===== src/rtl/bpfa_pkg.sv =====
// Shared types and constants for the bitmap page frame allocator.
`default_nettype none

package bpfa_pkg;

  localparam int WORD_BITS = 64;
  localparam int BIT_W = $clog2(WORD_BITS);
  localparam logic [7:0] USABLE_TYPE = 8'd7;

  typedef enum logic [1:0] {
    FN_RELEASE = 2'd0,
    FN_RESERVE = 2'd1,
    FN_ALLOC   = 2'd2,
    FN_FREE    = 2'd3
  } func_t;

  typedef struct packed {
    func_t       func;
    logic [7:0]  region_type;
    logic [16:0] range_start;
    logic [16:0] range_end;
    logic [15:0] frame_number;
  } req_t;

  typedef struct packed {
    logic [15:0] alloc_frame;
    logic        alloc_ok;
  } result_t;

  typedef enum logic [1:0] {
    WOP_SET,
    WOP_CLEAR,
    WOP_ALLOC
  } word_op_t;

  typedef struct packed {
    word_op_t         op;
    logic [BIT_W-1:0] lo;
    logic [BIT_W-1:0] hi;
  } word_ctl_t;

  typedef enum logic [2:0] {
    S_CLEAR,
    S_IDLE,
    S_READ,
    S_MOD,
    S_GRANT
  } state_t;

endpackage

`default_nettype wire


===== src/rtl/bpfa_word_unit.sv =====
// Shared word unit: range mask, set/clear of a bitmap word, lowest free bit pick.
`default_nettype none

module bpfa_word_unit import bpfa_pkg::*; (
  input  wire logic [WORD_BITS-1:0] word,
  input  wire word_ctl_t            ctl,
  output logic      [WORD_BITS-1:0] new_word,
  output logic      [WORD_BITS-1:0] onehot,
  output logic                      found
);

  logic [WORD_BITS-1:0] mask;
  logic [WORD_BITS-1:0] avail;

  always_comb begin
    mask   = ({WORD_BITS{1'b1}} << ctl.lo) &
             ({WORD_BITS{1'b1}} >> (BIT_W'(WORD_BITS - 1) - ctl.hi));
    avail  = ~word & mask;
    onehot = avail & (~avail + WORD_BITS'(1));
    found  = |avail;
    case (ctl.op)
      WOP_SET:   new_word = word | mask;
      WOP_CLEAR: new_word = word & ~mask;
      default:   new_word = word | onehot;
    endcase
  end

endmodule

`default_nettype wire


===== config.mk =====
export PLATFORM = sky130hd
export DESIGN_NAME = bpfa_word_unit
export DESIGN_NICKNAME = d
export VERILOG_FILES = /design/src/rtl/bpfa_pkg.sv /design/src/rtl/bpfa_word_unit.sv
export SDC_FILE = /design/constraint.sdc
export NUM_CORES = 1
export LEC_CHECK = 0
export BUFFER_PORTS_ARGS = -buffer_cell sky130_fd_sc_hd__clkbuf_2
export CORE_MARGIN = 4
export CORE_UTILIZATION = 46
export DETAILED_ROUTE_END_ITERATION = 12
export PLACE_DENSITY = 0.8
export RECOVER_POWER = 50
export SYNTH_ARGS = -nofsm -noshare
export SYNTH_HDL_FRONTEND = slang
export SYNTH_SLANG_ARGS = --single-unit

===== constraint.sdc =====
create_clock -name vclk -period 4
set_clock_uncertainty 0.1 [all_clocks]
set_input_delay 0.8 -clock vclk [all_inputs]
set_output_delay 0.8 -clock vclk [all_outputs]
set_load 0.05 [all_outputs]

==> reports/metrics.yaml, run 1 <==
outcome:
  status: "did not finish"
  lastStage: "detailed placement (3_5_place_dp)"
  error_line: "[ERROR DPL-0038] Utilization greater than 100%, impossible to legalize"
place:
  gp_congestion: 1.072
  place.port_buffers: 207
floorplan:
  pin_count: 207
  rows: 34
  initial_core_util: 0.4783
  die_x_um: 103.7
  die_h_um: 103.7
yosys:
  syn_nets: 778
  yosysSeqAreaShare: 0
  yosys-top-cells-count: "nand2_1, nor2_1, inv_1"
  syn_inst: 700
  yosysTopAreaCell: "a31oi_1"
  yosys-top-cells-area: "a31oi_1, nand2_1, nor2_1"
  syn_avg_cell_area_sq_um: 6.016
  synth_warnings: 0
  synth.most_common_cell: "nand2_1"
  netlist-cell-type-count: 76
  syn_area_sq_um: 4212
  synth_top_area_frac: 0.06684
## through the flow
| stage | hold WS, ns | std cells | setup TNS (ns) | worst slack (ns) | instance area, sq um |
|---|---|---|---|---|---|
| 2_1_floorplan | 1.556 | 700 | -3.715 | -0.2683 | 5326 |
| 3_3_place_gp | 1.803 | 1160 | -11.86 | -0.2646 | 9230 |
## cells by family after synthesis
group / Yosys count / share of synthesized area
buf+inv: 114 / 0.1260
simple gates: 315 / 0.4064
mux: 18 / 0.04278
compound gates: 253 / 0.4248
==> run 2: changes to the inputs <==
- CORE_UTILIZATION: 46 -> 31
- PLACE_DENSITY: 0.8 -> not set
- PLACE_DENSITY_LB_ADDON: not set -> 0.15
==> run 2 against run 1 <==
The flow now finishes, with violations (negative setup slack). Area after synthesis unchanged. Synthesized cell count unchanged.
==> reports/metrics.yaml, run 2 <==
timing:
  finalSetupViolCount: 85
  relSlewSlack: 0.3970
  whs_ns: 1.805
  fin_crit_ns: 4.420
  fmax_mhz: 226.2
  final.setup.tns_ns: -19.52
  fin_crit_sh: 1.105
  slew_violations: 0
  hold_violations: 0
  rsz0062_at_grt: "yes"
  worst_slack_ns: -0.4200
  worstMarginPinSlew_ns: 0.8817
floorplan:
  die_x_um: 124.6  # was 103.7 um
  die_h_um: 124.6  # was 103.7 um
  core_sq_um: 13300
  pin_count: 207  # unchanged
  rows: 42  # was 34
  die_area_sq_um: 15510
  initial_core_util: 0.3168  # was 0.4783
finish:
  layout_common_cells: "buf_4, buf_12, clkbuf_2"
  nClkBuffers: 0
  final_area_sq_um: 11280
  final-seq-area_sq_um: 0
  nNetsFinal: 1219
  area_growth_pct: 167.8
  final_common_cell: "buf_4"
  diodes: 0
  drive_above_1_share: 0.6269
  flops_and_latches: 0
min_path:
  hold_depth: 3
  hold_class: "in2out"
  worstHoldEndpoint: "onehot[9]"
  hold_path.startpoint: "word[9]"
critical_path:
  crit_path_cell_trace: "buf_12 > buf_8 > a211oi_4 > buf_6 > a2111o_1 > and2_4 > nand4_1 > nor3_4 > buf_6 > clkbuf_16 > nand4_1 > buf_6 > nor3_4 > buf_12"
  arrival_ns: 3.52
  worstSetupPathType: "in2out"
  end_kind: "output pin"
  critPathMaxFanout: 7
  max_stage_delay_ns: 0.38
  crit_top_cell: "buf_6"
  crit_path_start_kind: "primary input"
  required_ns: 3.10
  crit_slowest_cell: "nor3_4"
global_routing:
  grt.overflow.total: 0
  track_usage: 0.3385
  grt_pass1_vias: 8013
  grt_pass1_wl_mm: 43.98
  grt_max_degree: 31
  antenna_found_initial: 0
place:
  dp_hpwl_mm: 21.56
  gp_congestion: 0.9352  # was 1.072
  place_area_sq_um: 9625
  place.port_buffers: 207  # unchanged
pwr:
  cellLeakagePower_uw: 0.004570
  powerDensity_nw_per_um2: 156.2
  vdd_drop_max_mv: 0.1439
yosys:
  syn_area_sq_um: 4212  # unchanged
  synth.most_common_cell: "nand2_1"  # unchanged
  syn_avg_cell_area_sq_um: 6.016  # unchanged
  syn_nets: 778  # unchanged
  synth_top_area_frac: 0.06684  # unchanged
  yosys-top-cells-area: "a31oi_1, nand2_1, nor2_1"  # unchanged
  yosys-top-cells-count: "nand2_1, nor2_1, inv_1"  # unchanged
  yosysTopAreaCell: "a31oi_1"  # unchanged
  syn_inst: 700  # unchanged
  yosysSeqAreaShare: 0  # unchanged
  netlist-cell-type-count: 76  # unchanged
  synth_warnings: 0  # unchanged
route:
  dr.first_iter.drc_count: 1082
  wl_mm: 32.50
  via_count: 8356
  routedWlPerCell_um: 24.72
  routed_via_density: 6.354
  antenna_left: 0
  first_pass_iters: 6
  drc: 0
clocking:
  hold_buffers: 0
job:
  drv_cap: 0
outcome:
  violations: "negative setup slack"
  status: "finished with violations"  # was did not finish
run 2: cell counts after synthesis:
No cell type changed its count.
run 2: kinds of logic after synthesis:
family,share of synthesized area
buf+inv,0.1260
mux,0.04278
compound gates,0.4248
simple gates,0.4064
run 2: worst max-delay path by stage:
stage | startpoint | endpoint | slack (ns) | depth (start not counted)
final | ctl[2] | onehot[59] | -0.42 | 14
after global routing | ctl[2] | onehot[59] | -0.52 | 14
after CTS | ctl[1] | new_word[60] | -0.34 | 14
after detailed placement | ctl[1] | new_word[33] | -0.48 | 13
after global placement | ctl[1] | onehot[53] | -0.38 | 13
after floorplan | ctl[2] | onehot[57] | -0.27 | 10
run 2: final cells by class:
| cell class | count | area [sq um] |
|---|---|---|
| inverter | 52 | 195.2 |
| timing repair buffer | 501 | 5280 |
| tap | 176 | 220.2 |
| fill | 710 | 2017 |
| multi-input combinational | 586 | 5583 |
run 2: per-stage QoR:
stage                     worst slack (ns)    util  instances  power, uW
after detailed placement           -0.4812  0.7240       1257       1411
after global placement             -0.3839  0.7240       1257       1379
final                              -0.4200  0.8483       1315       1761
after floorplan                    -0.2683       -        700      765.6
after CTS                          -0.3432  0.7704       1279       1526
after global routing               -0.5195  0.8483       1315       1814
run 2: worst max-delay path, delay by kind of cell:
kind                   cells  cell delay (ns)
and+or+nand+nor            5             1.16
AOI/OAI and AO/OA          2             0.46
buffers and inverters      7             1.10
run 2: repair_timing:
item / CTS / global route
gates resized for setup: 79 / 179
cloned: 2 / 2
pin swaps: 58 / 76
setup buffers: 21 / 39
setup endpoints to repair: 108 / 106
run 2: metal layers:
layer / vias to the layer above / wire (um) / track usage
met1: 3970 / 12040 / 0.4390
met5: - / 0 / 0
li1: 3579 / - / -
met4: 0 / 1592 / 0.07801
met2: 648 / 15690 / 0.5986
met3: 159 / 3176 / 0.03902
run 2: power by group:
part           leakage (uW)  total (uW)  internal [uW]  switching [uW]
registers                 0           0              0               0
clock network             0           0              0               0
logic               0.00457        1760            764             997
No activity file was read; power rests on OpenSTA's default activity.
